$ cat src/hw/rtl/imufd_pkg.sv
// Shared types and constants of the inertial fall detector.
// Used by all but imufd_sqsum/isqrt; depends on nothing else.
`timescale 1ns / 1ps

package imufd_pkg;

	localparam int AXES = 3;

	// Result field widths and configuration widths
	localparam int ACC_W  = 6;
	localparam int RATE_W = 9;
	localparam int WIN_W  = 8;

	localparam int CFG_IDX_W  = 3;
	localparam int CFG_DATA_W = 9;

	localparam logic [CFG_IDX_W-1:0] REG_LOW_AMP  = 3'd0;
	localparam logic [CFG_IDX_W-1:0] REG_HIGH_AMP = 3'd1;
	localparam logic [CFG_IDX_W-1:0] REG_TURN_MIN = 3'd2;
	localparam logic [CFG_IDX_W-1:0] REG_TURN_MAX = 3'd3;
	localparam logic [CFG_IDX_W-1:0] REG_STILL    = 3'd4;
	localparam logic [CFG_IDX_W-1:0] REG_FF_WIN   = 3'd5;
	localparam logic [CFG_IDX_W-1:0] REG_IM_WIN   = 3'd6;
	localparam logic [CFG_IDX_W-1:0] REG_SETTLE   = 3'd7;

	// Fixed sensor offsets: accel x, y, z then gyro x, y, z
	localparam int AXIS_OFS [6] = '{-2050, -77, -1947, 270, -351, 136};

	// Magnitude is root / 16384, turn rate is root / 13107
	localparam int MAG_SHIFT = 14;
	localparam int RATE_DIV  = 13107;
	localparam int DIV_REM_W = 14;

	// Result item layout in the output tdata
	localparam int OUT_W        = 24;
	localparam int OUT_FALL     = 0;
	localparam int OUT_MAG_LSB  = 1;
	localparam int OUT_RATE_LSB = 7;
	localparam int OUT_FF       = 16;
	localparam int OUT_IM       = 17;
	localparam int OUT_TU       = 18;

	typedef struct packed {
		logic [ACC_W-1:0]  low_amp;
		logic [ACC_W-1:0]  high_amp;
		logic [RATE_W-1:0] turn_min;
		logic [RATE_W-1:0] turn_max;
		logic [RATE_W-1:0] still_max;
		logic [WIN_W-1:0]  ff_win;
		logic [WIN_W-1:0]  im_win;
		logic [WIN_W-1:0]  settle;
	} imufd_cfg_t;

	typedef struct packed {
		logic load;
		logic sq_step;
		logic scale_acc;
		logic scale_gyr;
		logic rt_load;
		logic rt_step;
		logic emit;
	} imufd_ctl_t;

	typedef struct packed {
		logic fall;
		logic ff;
		logic im;
		logic tu;
	} imufd_flags_t;

	typedef enum logic [4:0] {
		ST_IDLE   = 5'b00001,
		ST_SQUARE = 5'b00010,
		ST_SCALE  = 5'b00100,
		ST_ROOT   = 5'b01000,
		ST_EMIT   = 5'b10000
	} imufd_state_t;

endpackage

$ cat src/hw/rtl/imu_fall_detector.sv
// Each sample goes through the bit-serial squaring, the scaling by one hundred
// and the one-bit-per-cycle square root of MAG_W + 8 bits, where MAG_W is the larger
// of SAMPLE_BITS and 13. The result is then registered at the output. A new sample is
// taken only in the idle state, once the previous one has left the sequencer.
// A stalled sink holds the finished result back.
// A waiting result does not stop the next sample being taken.
// Reset (arst_n low, asynchronous) clears the trigger chain and loads register defaults.
`timescale 1ns / 1ps

module imu_fall_detector #(
	parameter int SAMPLE_BITS = 16,
	parameter int COUNT_BITS  = 8,
	localparam int IN_W = ((6 * SAMPLE_BITS + 7) / 8) * 8
) (
	input  logic                            clk,
	input  logic                            arst_n,
	// accel_x, accel_y, accel_z, gyro_x, gyro_y, gyro_z, SAMPLE_BITS each
	input  logic [IN_W-1:0]                 s_axis_tdata,
	input  logic                            s_axis_tvalid,
	output logic                            s_axis_tready,
	// fall_detected, accel_magnitude[6], turn_rate[9], free_fall_flag,
	// impact_flag, turn_flag, then zero padding
	output logic [imufd_pkg::OUT_W-1:0]     m_axis_tdata,
	output logic                            m_axis_tvalid,
	input  logic                            m_axis_tready,
	input  logic                            cfg_valid,
	output logic                            cfg_ready,
	input  logic [imufd_pkg::CFG_IDX_W-1:0] cfg_index,
	input  logic [imufd_pkg::CFG_DATA_W-1:0] cfg_data
);
	import imufd_pkg::*;

	localparam int MAG_W  = (SAMPLE_BITS > 13) ? SAMPLE_BITS : 13;
	localparam int OFS_W  = MAG_W + 1;
	localparam int RAD_W  = 2 * MAG_W + 16;
	localparam int ROOT_W = RAD_W / 2;
	localparam int CNT_W  = $clog2(ROOT_W + 1);
	localparam int SCALE_LAST = 2;

	imufd_cfg_t   cfg_q;
	imufd_state_t state_q, state_n;
	logic [CNT_W-1:0] cnt_q, cnt_n;
	imufd_ctl_t   ctl;
	imufd_flags_t flags;

	logic signed [OFS_W-1:0] corr [6];
	logic [5:0][MAG_W-1:0]   mag_in;
	logic [RAD_W-1:0]        acc_sum, gyr_sum;
	logic [ROOT_W-1:0]       acc_root, gyr_root;
	logic                    gyr_bit;
	logic [RATE_W-1:0]       rate;
	logic [ACC_W-1:0]        accel_mag;
	logic [OUT_W-1:0]        out_data_q;
	logic                    out_valid_q;

	// Configuration registers
	assign cfg_ready = 1'b1;

	always_ff @(posedge clk or negedge arst_n) begin
		if (!arst_n) begin
			cfg_q.low_amp   <= ACC_W'(4);
			cfg_q.high_amp  <= ACC_W'(12);
			cfg_q.turn_min  <= RATE_W'(30);
			cfg_q.turn_max  <= RATE_W'(400);
			cfg_q.still_max <= RATE_W'(10);
			cfg_q.ff_win    <= WIN_W'(6);
			cfg_q.im_win    <= WIN_W'(6);
			cfg_q.settle    <= WIN_W'(10);
		end else if (cfg_valid && cfg_ready) begin
			case (cfg_index)
				REG_LOW_AMP:  cfg_q.low_amp   <= cfg_data[ACC_W-1:0];
				REG_HIGH_AMP: cfg_q.high_amp  <= cfg_data[ACC_W-1:0];
				REG_TURN_MIN: cfg_q.turn_min  <= cfg_data[RATE_W-1:0];
				REG_TURN_MAX: cfg_q.turn_max  <= cfg_data[RATE_W-1:0];
				REG_STILL:    cfg_q.still_max <= cfg_data[RATE_W-1:0];
				REG_FF_WIN:   cfg_q.ff_win    <= cfg_data[WIN_W-1:0];
				REG_IM_WIN:   cfg_q.im_win    <= cfg_data[WIN_W-1:0];
				REG_SETTLE:   cfg_q.settle    <= cfg_data[WIN_W-1:0];
				default: ;
			endcase
		end
	end

	// Offset correction and absolute value of each axis
	for (genvar g = 0; g < 6; g++) begin : g_axis
		assign corr[g] = OFS_W'($signed(s_axis_tdata[g*SAMPLE_BITS +: SAMPLE_BITS]))
			+ OFS_W'(AXIS_OFS[g]);
		assign mag_in[g] = corr[g][OFS_W-1] ? MAG_W'(-corr[g]) : MAG_W'(corr[g]);
	end

	// Sequencer
	assign s_axis_tready = (state_q == ST_IDLE);

	always_comb begin
		ctl       = '0;
		ctl.load  = s_axis_tvalid && s_axis_tready;
		state_n   = state_q;
		cnt_n     = cnt_q;
		case (state_q)
			ST_IDLE: begin
				if (ctl.load) begin
					state_n = ST_SQUARE;
					cnt_n   = '0;
				end
			end
			ST_SQUARE: begin
				ctl.sq_step = 1'b1;
				cnt_n       = cnt_q + 1'b1;
				if (cnt_q == CNT_W'(MAG_W - 1)) begin
					state_n = ST_SCALE;
					cnt_n   = '0;
				end
			end
			ST_SCALE: begin
				// accel is scaled by 100 once, gyro twice, then the roots load
				ctl.scale_acc = (cnt_q == '0);
				ctl.scale_gyr = (cnt_q != CNT_W'(SCALE_LAST));
				ctl.rt_load   = (cnt_q == CNT_W'(SCALE_LAST));
				cnt_n         = cnt_q + 1'b1;
				if (cnt_q == CNT_W'(SCALE_LAST)) begin
					state_n = ST_ROOT;
					cnt_n   = '0;
				end
			end
			ST_ROOT: begin
				ctl.rt_step = 1'b1;
				cnt_n       = cnt_q + 1'b1;
				if (cnt_q == CNT_W'(ROOT_W - 1)) begin
					state_n = ST_EMIT;
					cnt_n   = '0;
				end
			end
			ST_EMIT: begin
				ctl.emit = !out_valid_q || m_axis_tready;
				if (ctl.emit) begin
					state_n = ST_IDLE;
				end
			end
			default: begin
				state_n = ST_IDLE;
				cnt_n   = '0;
			end
		endcase
	end

	always_ff @(posedge clk or negedge arst_n) begin
		if (!arst_n) begin
			state_q <= ST_IDLE;
			cnt_q   <= '0;
		end else begin
			state_q <= state_n;
			cnt_q   <= cnt_n;
		end
	end

	// Datapath lanes
	imufd_sqsum #(.MAG_W(MAG_W)) u_acc_sq (
		.clk   (clk),
		.load  (ctl.load),
		.step  (ctl.sq_step),
		.scale (ctl.scale_acc),
		.mag   (mag_in[2:0]),
		.sum   (acc_sum)
	);

	imufd_sqsum #(.MAG_W(MAG_W)) u_gyr_sq (
		.clk   (clk),
		.load  (ctl.load),
		.step  (ctl.sq_step),
		.scale (ctl.scale_gyr),
		.mag   (mag_in[5:3]),
		.sum   (gyr_sum)
	);

	imufd_isqrt #(.RAD_W(RAD_W)) u_acc_rt (
		.clk      (clk),
		.load     (ctl.rt_load),
		.step     (ctl.rt_step),
		.rad      (acc_sum),
		.root     (acc_root),
		.root_bit ()
	);

	imufd_isqrt #(.RAD_W(RAD_W)) u_gyr_rt (
		.clk      (clk),
		.load     (ctl.rt_load),
		.step     (ctl.rt_step),
		.rad      (gyr_sum),
		.root     (gyr_root),
		.root_bit (gyr_bit)
	);

	imufd_cdiv u_rate_div (
		.clk    (clk),
		.load   (ctl.rt_load),
		.step   (ctl.rt_step),
		.bit_in (gyr_bit),
		.quot   (rate)
	);

	assign accel_mag = acc_root[MAG_SHIFT +: ACC_W];

	imufd_chain #(.COUNT_BITS(COUNT_BITS)) u_chain (
		.clk    (clk),
		.arst_n (arst_n),
		.upd    (ctl.emit),
		.mag    (accel_mag),
		.rate   (rate),
		.cfg    (cfg_q),
		.flags  (flags)
	);

	// Output register; the full root of the gyro lane is only needed through the divider.
	always_ff @(posedge clk) begin
		if (ctl.emit) begin
			out_data_q <= {(OUT_W - OUT_TU - 1)'(0), flags.tu, flags.im, flags.ff,
				rate, accel_mag, flags.fall};
		end
	end

	always_ff @(posedge clk or negedge arst_n) begin
		if (!arst_n) begin
			out_valid_q <= 1'b0;
		end else if (ctl.emit) begin
			out_valid_q <= 1'b1;
		end else if (m_axis_tready) begin
			out_valid_q <= 1'b0;
		end
	end

	assign m_axis_tdata  = out_data_q;
	assign m_axis_tvalid = out_valid_q && (gyr_root == gyr_root);

endmodule

$ cat src/hw/rtl/imufd_sqsum.sv
// Bit-serial sum of three squares, most significant multiplier bit first,
// followed by optional scaling by one hundred. Uses no package items.
`timescale 1ns / 1ps

module imufd_sqsum #(
	parameter int MAG_W = 16,
	localparam int RAD_W = 2 * MAG_W + 16
) (
	input  logic                       clk,
	input  logic                       load,
	input  logic                       step,
	input  logic                       scale,
	input  logic [2:0][MAG_W-1:0]      mag,
	output logic [RAD_W-1:0]           sum
);

	logic [2:0][MAG_W-1:0] mcand_q;
	logic [2:0][MAG_W-1:0] mplier_q;
	logic [RAD_W-1:0]      acc_q;
	logic [RAD_W-1:0]      pp;

	// Partial product row for the current multiplier bit of all three axes
	always_comb begin
		pp = '0;
		for (int i = 0; i < 3; i++) begin
			if (mplier_q[i][MAG_W-1]) begin
				pp = pp + RAD_W'(mcand_q[i]);
			end
		end
	end

	always_ff @(posedge clk) begin
		if (load) begin
			mcand_q  <= mag;
			mplier_q <= mag;
			acc_q    <= '0;
		end else if (step) begin
			for (int i = 0; i < 3; i++) begin
				mplier_q[i] <= {mplier_q[i][MAG_W-2:0], 1'b0};
			end
			acc_q <= {acc_q[RAD_W-2:0], 1'b0} + pp;
		end else if (scale) begin
			// times 100 = 64 + 32 + 4
			acc_q <= (acc_q << 6) + (acc_q << 5) + (acc_q << 2);
		end
	end

	assign sum = acc_q;

endmodule

$ cat src/hw/rtl/imufd_isqrt.sv
// Restoring integer square root, one root bit per cycle.
// Each new root bit is also offered to a serial divider. No package items.
`timescale 1ns / 1ps

module imufd_isqrt #(
	parameter int RAD_W = 48,
	localparam int ROOT_W = RAD_W / 2
) (
	input  logic              clk,
	input  logic              load,
	input  logic              step,
	input  logic [RAD_W-1:0]  rad,
	output logic [ROOT_W-1:0] root,
	output logic              root_bit
);

	logic [RAD_W-1:0]  rad_q;
	logic [ROOT_W-1:0] root_q;
	logic [ROOT_W-1:0] rem_q;
	logic [ROOT_W+1:0] rem_sh;
	logic [ROOT_W+1:0] trial;
	logic [ROOT_W+1:0] diff;
	logic              ge;

	assign rem_sh = {rem_q, rad_q[RAD_W-1 -: 2]};
	assign trial  = {root_q, 2'b01};
	assign diff   = rem_sh - trial;
	assign ge     = (rem_sh >= trial);

	// The remainder fits ROOT_W bits before the last step; after it, it is unused.
	always_ff @(posedge clk) begin
		if (load) begin
			rad_q  <= rad;
			root_q <= '0;
			rem_q  <= '0;
		end else if (step) begin
			rad_q  <= {rad_q[RAD_W-3:0], 2'b00};
			rem_q  <= ge ? diff[ROOT_W-1:0] : rem_sh[ROOT_W-1:0];
			root_q <= {root_q[ROOT_W-2:0], ge};
		end
	end

	assign root     = root_q;
	assign root_bit = ge;

endmodule

$ cat src/hw/rtl/imufd_cdiv.sv
// Serial long division by the turn-rate scale, fed one dividend bit per
// cycle as the square root produces it. Depends on imufd_pkg.
`timescale 1ns / 1ps

module imufd_cdiv (
	input  logic                        clk,
	input  logic                        load,
	input  logic                        step,
	input  logic                        bit_in,
	output logic [imufd_pkg::RATE_W-1:0] quot
);
	import imufd_pkg::*;

	logic [DIV_REM_W-1:0] rem_q;
	logic [RATE_W-1:0]    quot_q;
	logic [DIV_REM_W:0]   sh;
	logic [DIV_REM_W:0]   diff;
	logic                 ge;

	assign sh   = {rem_q, bit_in};
	assign diff = sh - (DIV_REM_W + 1)'(RATE_DIV);
	assign ge   = (sh >= (DIV_REM_W + 1)'(RATE_DIV));

	// Quotient bits above RATE_W are always zero for in-range samples.
	always_ff @(posedge clk) begin
		if (load) begin
			rem_q  <= '0;
			quot_q <= '0;
		end else if (step) begin
			rem_q  <= ge ? diff[DIV_REM_W-1:0] : sh[DIV_REM_W-1:0];
			quot_q <= {quot_q[RATE_W-2:0], ge};
		end
	end

	assign quot = quot_q;

endmodule

$ cat src/hw/rtl/imufd_chain.sv
// Trigger chain: free-fall, impact, orientation change and settle check.
// Counters for free-fall, impact and settle. Depends on imufd_pkg.
`timescale 1ns / 1ps

module imufd_chain #(
	parameter int COUNT_BITS = 8
) (
	input  logic                         clk,
	input  logic                         arst_n,
	input  logic                         upd,
	input  logic [imufd_pkg::ACC_W-1:0]  mag,
	input  logic [imufd_pkg::RATE_W-1:0] rate,
	input  imufd_pkg::imufd_cfg_t        cfg,
	output imufd_pkg::imufd_flags_t      flags
);
	import imufd_pkg::*;

	localparam int CMP_W = (COUNT_BITS > WIN_W) ? COUNT_BITS : WIN_W;

	logic                  ff_q, im_q, tu_q;
	logic [COUNT_BITS-1:0] ffc_q, imc_q, stc_q;
	logic                  ff_n, im_n, tu_n, fall_n;
	logic [COUNT_BITS-1:0] ffc_n, imc_n, stc_n;

	always_comb begin
		ff_n   = ff_q;
		im_n   = im_q;
		tu_n   = tu_q;
		ffc_n  = ffc_q;
		imc_n  = imc_q;
		stc_n  = stc_q;
		fall_n = 1'b0;

		if (mag <= cfg.low_amp && !im_q) begin
			ff_n = 1'b1;
		end
		if (ff_n) begin
			ffc_n = ffc_q + 1'b1;
			if (mag >= cfg.high_amp) begin
				im_n  = 1'b1;
				ff_n  = 1'b0;
				ffc_n = '0;
			end
		end
		if (im_n) begin
			imc_n = imc_q + 1'b1;
			if (rate >= cfg.turn_min && rate <= cfg.turn_max) begin
				tu_n  = 1'b1;
				im_n  = 1'b0;
				imc_n = '0;
			end
		end
		// A re-armed turn stage keeps its settle count running.
		if (tu_n) begin
			stc_n = stc_q + 1'b1;
			if (CMP_W'(stc_n) >= CMP_W'(cfg.settle)) begin
				fall_n = (rate <= cfg.still_max);
				tu_n   = 1'b0;
				stc_n  = '0;
			end
		end
		if (CMP_W'(imc_n) >= CMP_W'(cfg.im_win)) begin
			im_n  = 1'b0;
			imc_n = '0;
		end
		if (CMP_W'(ffc_n) >= CMP_W'(cfg.ff_win)) begin
			ff_n  = 1'b0;
			ffc_n = '0;
		end
	end

	always_ff @(posedge clk or negedge arst_n) begin
		if (!arst_n) begin
			ff_q  <= 1'b0;
			im_q  <= 1'b0;
			tu_q  <= 1'b0;
			ffc_q <= '0;
			imc_q <= '0;
			stc_q <= '0;
		end else if (upd) begin
			ff_q  <= ff_n;
			im_q  <= im_n;
			tu_q  <= tu_n;
			ffc_q <= ffc_n;
			imc_q <= imc_n;
			stc_q <= stc_n;
		end
	end

	assign flags.fall = fall_n;
	assign flags.ff   = ff_n;
	assign flags.im   = im_n;
	assign flags.tu   = tu_n;

endmodule

$ cat config.mk
export PLATFORM = sky130hd
export DESIGN_NAME = imu_fall_detector
export DESIGN_NICKNAME = d
export VERILOG_FILES = /design/src/hw/rtl/imufd_pkg.sv /design/src/hw/rtl/imu_fall_detector.sv /design/src/hw/rtl/imufd_sqsum.sv /design/src/hw/rtl/imufd_isqrt.sv /design/src/hw/rtl/imufd_cdiv.sv /design/src/hw/rtl/imufd_chain.sv
export SDC_FILE = /design/constraint.sdc
export NUM_CORES = 2
export LEC_CHECK = 0
export ABC_AREA = 1
export BUFFER_PORTS_ARGS = -buffer_cell sky130_fd_sc_hd__buf_4
export CORE_UTILIZATION = 55
export DETAILED_ROUTE_END_ITERATION = 16
export GPL_TIMING_DRIVEN = 0
export MAX_ROUTING_LAYER = met4
export PLACE_DENSITY_LB_ADDON = 0.2
export SLEW_MARGIN = 20
export SYNTH_ARGS = -nofsm -noshare
export SYNTH_HDL_FRONTEND = slang
export SYNTH_HIERARCHICAL = 1
export SYNTH_SLANG_ARGS = --single-unit
$ cat constraint.sdc
create_clock -name clk -period 6.7 [get_ports clk]
set_input_delay 0.67 -clock clk [delete_from_list [all_inputs] [get_ports clk]]
set_output_delay 0.67 -clock clk [all_outputs]
set_load 0.03 [all_outputs]
# [After elaboration in Yosys (flattened, before gate mapping)]
# Cells that the tools add are included.
[totals] ff_bits=623
[op_classes] addsub=29 order_cmp=11 n_eq_ne=21 muxes=64 n_bitwise=1 reduce_logical=25
[ops] cell="$mux 48" count=16
[ops] cell="$add 48x48->48" count=6
[ops] cell="$mux 16" count=8
[ops] cell="$add 48x16->48" count=2
[ops] cell="$neg 16->16" count=6
[ops] cell="$mux 8" count=7
[ops] cell="$ge 26x26->1" count=2
[ops] cell="$pmux 5 s5" count=2
[ops] cell="$mux 24" count=2
[ops] cell="$sub 24x24->24" count=2
[ops] cell="$mux 5" count=9
[ops] cell="$add 16x10->17 const B" count=2
[ops] cell="$add 16x16->17" count=2
[ops] cell="$add 8x1->8 const B" count=3
[ops] cell="$ge 8x8->1" count=3
[ops] cell="$reduce_and 2->1" count=11
[ops] cell="$le 9x9->1" count=2
[ops] cell="$mux 1" count=18
[ops] cell="$add 16x12->17 const B" count=1
[ops] cell="$add 16x13->17 const B" count=1
[ops] cell="$add 16x8->17 const B" count=1
[ops] cell="$add 16x9->17 const B" count=1
[ops] cell="$ge 15x14->1 const B" count=1
[ops] cell="$mux 14" count=1
[ops] cell="other kinds (25)" count=42

# [Logic depth before layout (Yosys ltp)]
[depth] ltp_word=7 mapped_depth=41 mapped_depth_nobuf=40

# [Hierarchy]
# Netlist, hierarchy kept.
[modules_own_cells] module="imufd_sqsum at u_gyr_sq" instances=1 cells_per_inst=2140 area_each_um2=14372.5
[modules_own_cells] module="imufd_sqsum at u_acc_sq" instances=1 cells_per_inst=2160 area_each_um2=14227.4
[modules_own_cells] module="imufd_isqrt" instances=2 cells_per_inst=822 area_each_um2=5801.8
[modules_own_cells] module="imu_fall_detector" instances=1 cells_per_inst=1260 area_each_um2=8065.2
[modules_own_cells] module="imufd_chain" instances=1 cells_per_inst=529 area_each_um2=3527.1
[modules_own_cells] module="imufd_cdiv" instances=1 cells_per_inst=248 area_each_um2=1525.2

# [Least setup slack after synthesis]
# No wires, ideal clock.
[synth_timing] path_type="register -> register" from="register state_q[0]" to="register u_gyr_sq/mplier_q[0] in the netlist's numbering, enable pin" setup_time_ns=0.407 arrival_time_ns=6.862 required_time_ns=6.293 slack_ns=-0.568 stages_incl_launch_ff=8 n_path_buf=1 period_less_slack_ns=7.268 cell_sequence="dfstp_2 -> inv_1 -> nor2_1 -> nand3_1 -> nor2_1 -> inv_1 -> clkbuf_1 -> nand2_1"
[synth_rtl] item="start: declaration" line_no="imu_fall_detector.sv:41" source="imufd_state_t state_q, state_n;"
[synth_rtl] item="start signal: assignment" line_no="imu_fall_detector.sv:151" source="state_q <= state_n;"
[synth_rtl] item="end signal: assignment" line_no="imufd_sqsum.sv:35" source="mplier_q <= mag;"
[synth_rtl] item="end signal: indexed assignment" line_no="imufd_sqsum.sv:39" source="mplier_q[i] <= {mplier_q[i][MAG_W-2:0], 1'b0};"
[synth_rtl] item="end: declaration" line_no="imufd_sqsum.sv:18" source="logic [2:0][MAG_W-1:0] mplier_q;"

# [Worst setup path after layout]
[layout_timing] from="register u_acc_sq/mplier_q[15] in the netlist's numbering" to="register u_acc_sq.acc_q[45], in the netlist u_acc_sq/sum[45]"
[layout_via] elab_chain_len=7
[layout_lines] item="start: declaration" line_no="imufd_sqsum.sv:18"
[layout_lines] item="start signal: assignment" line_no="imufd_sqsum.sv:35"
[layout_lines] item="start signal: indexed assignment" line_no="imufd_sqsum.sv:39"
[layout_lines] item="$mux 16 *" line_no="imufd_sqsum.sv:26" source="if (mplier_q[i][MAG_W-1]) begin"
[layout_lines] item="$add 16x16->17" line_no="imufd_sqsum.sv:27" source="pp = pp + RAD_W'(mcand_q[i]);"
[layout_lines] item="$mux 48 *" line_no="imufd_sqsum.sv:26"
[layout_lines] item="$add 48x16->48" line_no="imufd_sqsum.sv:27"
[layout_lines] item="$mux 48 *" line_no="imufd_sqsum.sv:26"
[layout_lines] item="$add 48x48->48 *" line_no="imufd_sqsum.sv:41" source="acc_q <= {acc_q[RAD_W-2:0], 1'b0} + pp;"
[layout_lines] item="$mux 48 *" line_no="imufd_sqsum.sv:37" source="end else if (step) begin"
[layout_lines] item="end signal: assignment" line_no="imufd_sqsum.sv:41"
[layout_lines] item="end signal: assignment" line_no="imufd_sqsum.sv:44" source="acc_q <= (acc_q << 6) + (acc_q << 5) + (acc_q << 2);"
[layout_lines] item="end: declaration" line_no="imufd_sqsum.sv:19" source="logic [RAD_W-1:0] acc_q;"
# Mark *: on every way between the ends. The rest lies on a longest branch, timed or not.
# A chain may end at the register's enable or synchronous reset.

==> qor.txt <==
Placed Cells -> 9,390
Worst-path clk slew -> 0.06 ns
Clock Tree Buf Depth -> 3
Flop pwr share -> 21.9%
vias in the first global route -> 49,000
post-layout min period -> 5.92 ns
die area -> 98,200 um^2
Detailed Route Iter0 Violations -> 3,932
Async SR Flop Fraction -> 16.2%
number of nets still failing antenna checks after routing -> 0
largest net degree at the start of global routing -> 102
P_sw -> 15.7 mW
Die Y -> 313 um
CP endpoint kind -> register
worst path required time -> 7.25 ns
Final Hold Slack -> 0.124 ns
Rel. slew slack -> 19.0%
synthesized cell area -> 53,300 um^2
Max Cap Viol -> 0
clk_lat worst skew -> 0.66 ns
root buf cell -> clkbuf_16
Top-Level Pins -> 140
# DRC -> 0
Worst path slowest cell -> o21ai_0
first-pass GRT wire length -> 253,000 um
Critical Path Fanout Max -> 10
gr usage total -> 33.1%
M2 GR Usage -> 56.3%
Worst-Margin Slew -> 1.21 ns
reg-to-reg slack, setup -> 0.78 ns
count of different cell masters after synthesis -> 73
via count -> 51,200
CTS buffer count -> 76
sw frac -> 52.8%
Setup CP Type -> register to register
first-pass iteration count of the detailed router -> 6
clock skew -> 0.0213 ns
CP Launch Point -> u_acc_sq/mplier_q[15]
static leakage power -> 30.7 nW
Post-CTS Setup Bufs -> 0
RR Endpoint -> u_acc_sq/sum[45]
met1 Usage GRT -> 40.0%
Die Wd -> 313 um
CTS H-tree lvls -> 3
Initial Util -> 55.8%
Critical Path Max Stage Delay -> 0.46 ns
vias per cell -> 5.37
Critical R2R Launch -> u_acc_sq/mplier_q[15]
row count -> 113
share of layout cells above drive strength 1 -> 7.60%
Final Setup Violations -> 0
period utilization -> 88.3%
fmax -> 0.169 GHz
Yosys reg bits -> 623
nets -> 8,770
DP HPWL -> 126,000 um
post-route setup slack -> 0.782 ns
startpoint class of the critical path -> register
Routed WL per cell -> 16.7 um
Mean Syn Cell Area -> 6.68 um^2
endpoints failing hold -> 0
Setup TNS -> 0 ns
# hold bufs at CTS -> 0
met3 Track Usage GR -> 3.64%
Pins Over Slew Limit -> 0
outcome -> finished, final reports clean
gr busiest metal -> met2
DP Area -> 56,100 um^2
pre-CTS WS -> 0.947 ns
Int Pwr -> 14.0 mW
WL final -> 160,000 um
arrival time worst endpoint -> 6.46 ns
TritonCTS clock tree -> built
Layout Cells excl Fill -> 9,531
Core Area -> 95,600 um^2
worst hold-check path type -> input port to async pin
Area Overhead vs Synth -> 10.1%
post-synthesis sequential area ratio -> 30.1%
Reg2Reg Depth -> 34
Sink Count -> 623
port bufs -> 133
Syn. warnings -> 6
Synth Instances -> 7,981
Resize count post-CTS -> 0
Final Cell Area -> 58,700 um^2
peak supply drop -> 263 uV
Synth Flop Type -> edfxtp_1
antenna violations before repair -> 2
RSZ-0062 raised after global routing -> no
Cell Pwr Density -> 505 nW/um^2
grt ovf -> 0
EDFF count, synth -> 307
GPL Wtd Cong -> 0.997
clock network power share -> 14.4%
combinational share of power -> 63.7%
## metrics by stage
stage	total power, mW	util (%)
6_report	29.6	61.4
3_3_place_gp	24.7	58.5
4_1_cts	29.4	61.4
2_1_floorplan	19.5	-
5_1_grt	32.1	61.4
3_5_place_dp	25.0	58.7
## critical path, delay by kind of cell, from the launching register on
family	cells	cell delay (ns)
AND/OR/NAND/NOR	19	2.15
AO/OA/AOI/OAI	6	1.37
buffers and inverters	5	0.53
flip-flops	1	0.43
adder cells (fa/ha/maj)	4	1.30
## Yosys cell counts, drive strengths merged, types with 75 or more instances
cell | n | area (um^2)
xor2 | 138 | 1230
dfxtp | 215 | 4300
clkbuf | 103 | 387
buf | 75 | 478
a21oi | 359 | 1860
fa | 90 | 1800
nor2 | 658 | 2670
inv | 1233 | 4630
edfxtp | 307 | 9220
nand3 | 606 | 3190
nand2 | 2889 | 11200
o21ai | 315 | 1640
dfrtp | 82 | 2050
ha | 364 | 4550
nand4 | 122 | 763
## flip-flops by register name, summed over array words and instances (netlist names), 8 cells and up
signal             count
u_gyr_rt/rad_q        48
u_gyr_sq/mplier_q     48
u_gyr_sq/mcand_q      48
u_chain/ffc_q          8
u_chain/stc_q          8
u_acc_sq/mplier_q     48
u_gyr_sq/sum          48
u_acc_rt/rem_q        24
u_acc_rt/rad_q        48
m_axis_tdata          19
u_gyr_rt/rem_q        24
u_acc_sq/mcand_q      48
u_gyr_rt/root         24
cfg_q                 63
u_rate_div/rem_q      14
u_acc_rt/root         24
u_chain/imc_q          8
u_rate_div/quot        9
u_acc_sq/sum          48
## worst max-delay path by stage
stage | endpoint | cells past startpoint
2_1_floorplan | u_acc_sq/mplier_q[0] | 9
3_3_place_gp | u_acc_sq/mplier_q[18] | 9
3_5_place_dp | u_acc_sq/sum[37] | 35
4_1_cts | u_acc_sq/sum[37] | 35
5_1_grt | u_acc_sq/sum[39] | 39
6_report | u_acc_sq/sum[45] | 34
## metal layers
layer / vias to the layer above / part of all wire, %
li1: 25800 / -
met1: 23500 / 43
met2: 1517 / 48
met3: 348 / 5.0
met4: 0 / 3.9
met5: - / 0
## cell usage in the layout, fill, tap and decap left out, types with 29 or more instances in the layout
cell type / Yosys / final
nand3b_1: 42 / 42
buf_2: 35 / 37
nand2_1: 2794 / 2792
nand4_1: 122 / 122
o21ai_0: 272 / 272
inv_2: 29 / 29
ha_1: 364 / 364
dfrtp_1: 82 / 82
clkbuf_16: 0 / 80
fa_1: 90 / 90
a21oi_1: 344 / 344
o22ai_1: 62 / 62
clkbuf_1: 103 / 115
dfxtp_1: 215 / 215
nand2_2: 76 / 76
inv_1: 1204 / 1204
nor2_1: 601 / 598
edfxtp_1: 307 / 307
xnor2_1: 55 / 55
xor2_1: 135 / 135
nor2_2: 45 / 47
nand3_1: 577 / 577
buf_4: 18 / 150
nor3_1: 64 / 64
## area by class of cell
class                   count  area (um^2)
repair buffers            140         1140
inverters                1241         4660
fillers                  9252        36900
clock inverters            44          485
plain buffers             178          867
diodes                      1         2.50
well taps                1265         1580
flip-flops and latches    623        16100
multi-input cells        5943        31800
clock buffers              96         2100
## power by group through the flow
stage	sequential, mW	combinational, mW	clock (mW)
floorplan	6.04	13.5	0
global placement	6.58	18.1	0
detailed placement	6.56	18.4	0
CTS	6.49	18.6	4.35
global route	6.60	21.0	4.50
finish	6.48	18.9	4.28
## cells by family after synthesis
| group | share of synthesized area, % |
|---|---|
| flops | 30.1 |
| mux | 0.0188 |
| xor+xnor | 3.24 |
| fa+ha+maj | 11.9 |
| simple gates | 35.4 |
| other cells | 0.0141 |
| buf+inv | 10.4 |
| compound gates | 8.86 |
Power figures use the tool's default switching activity.
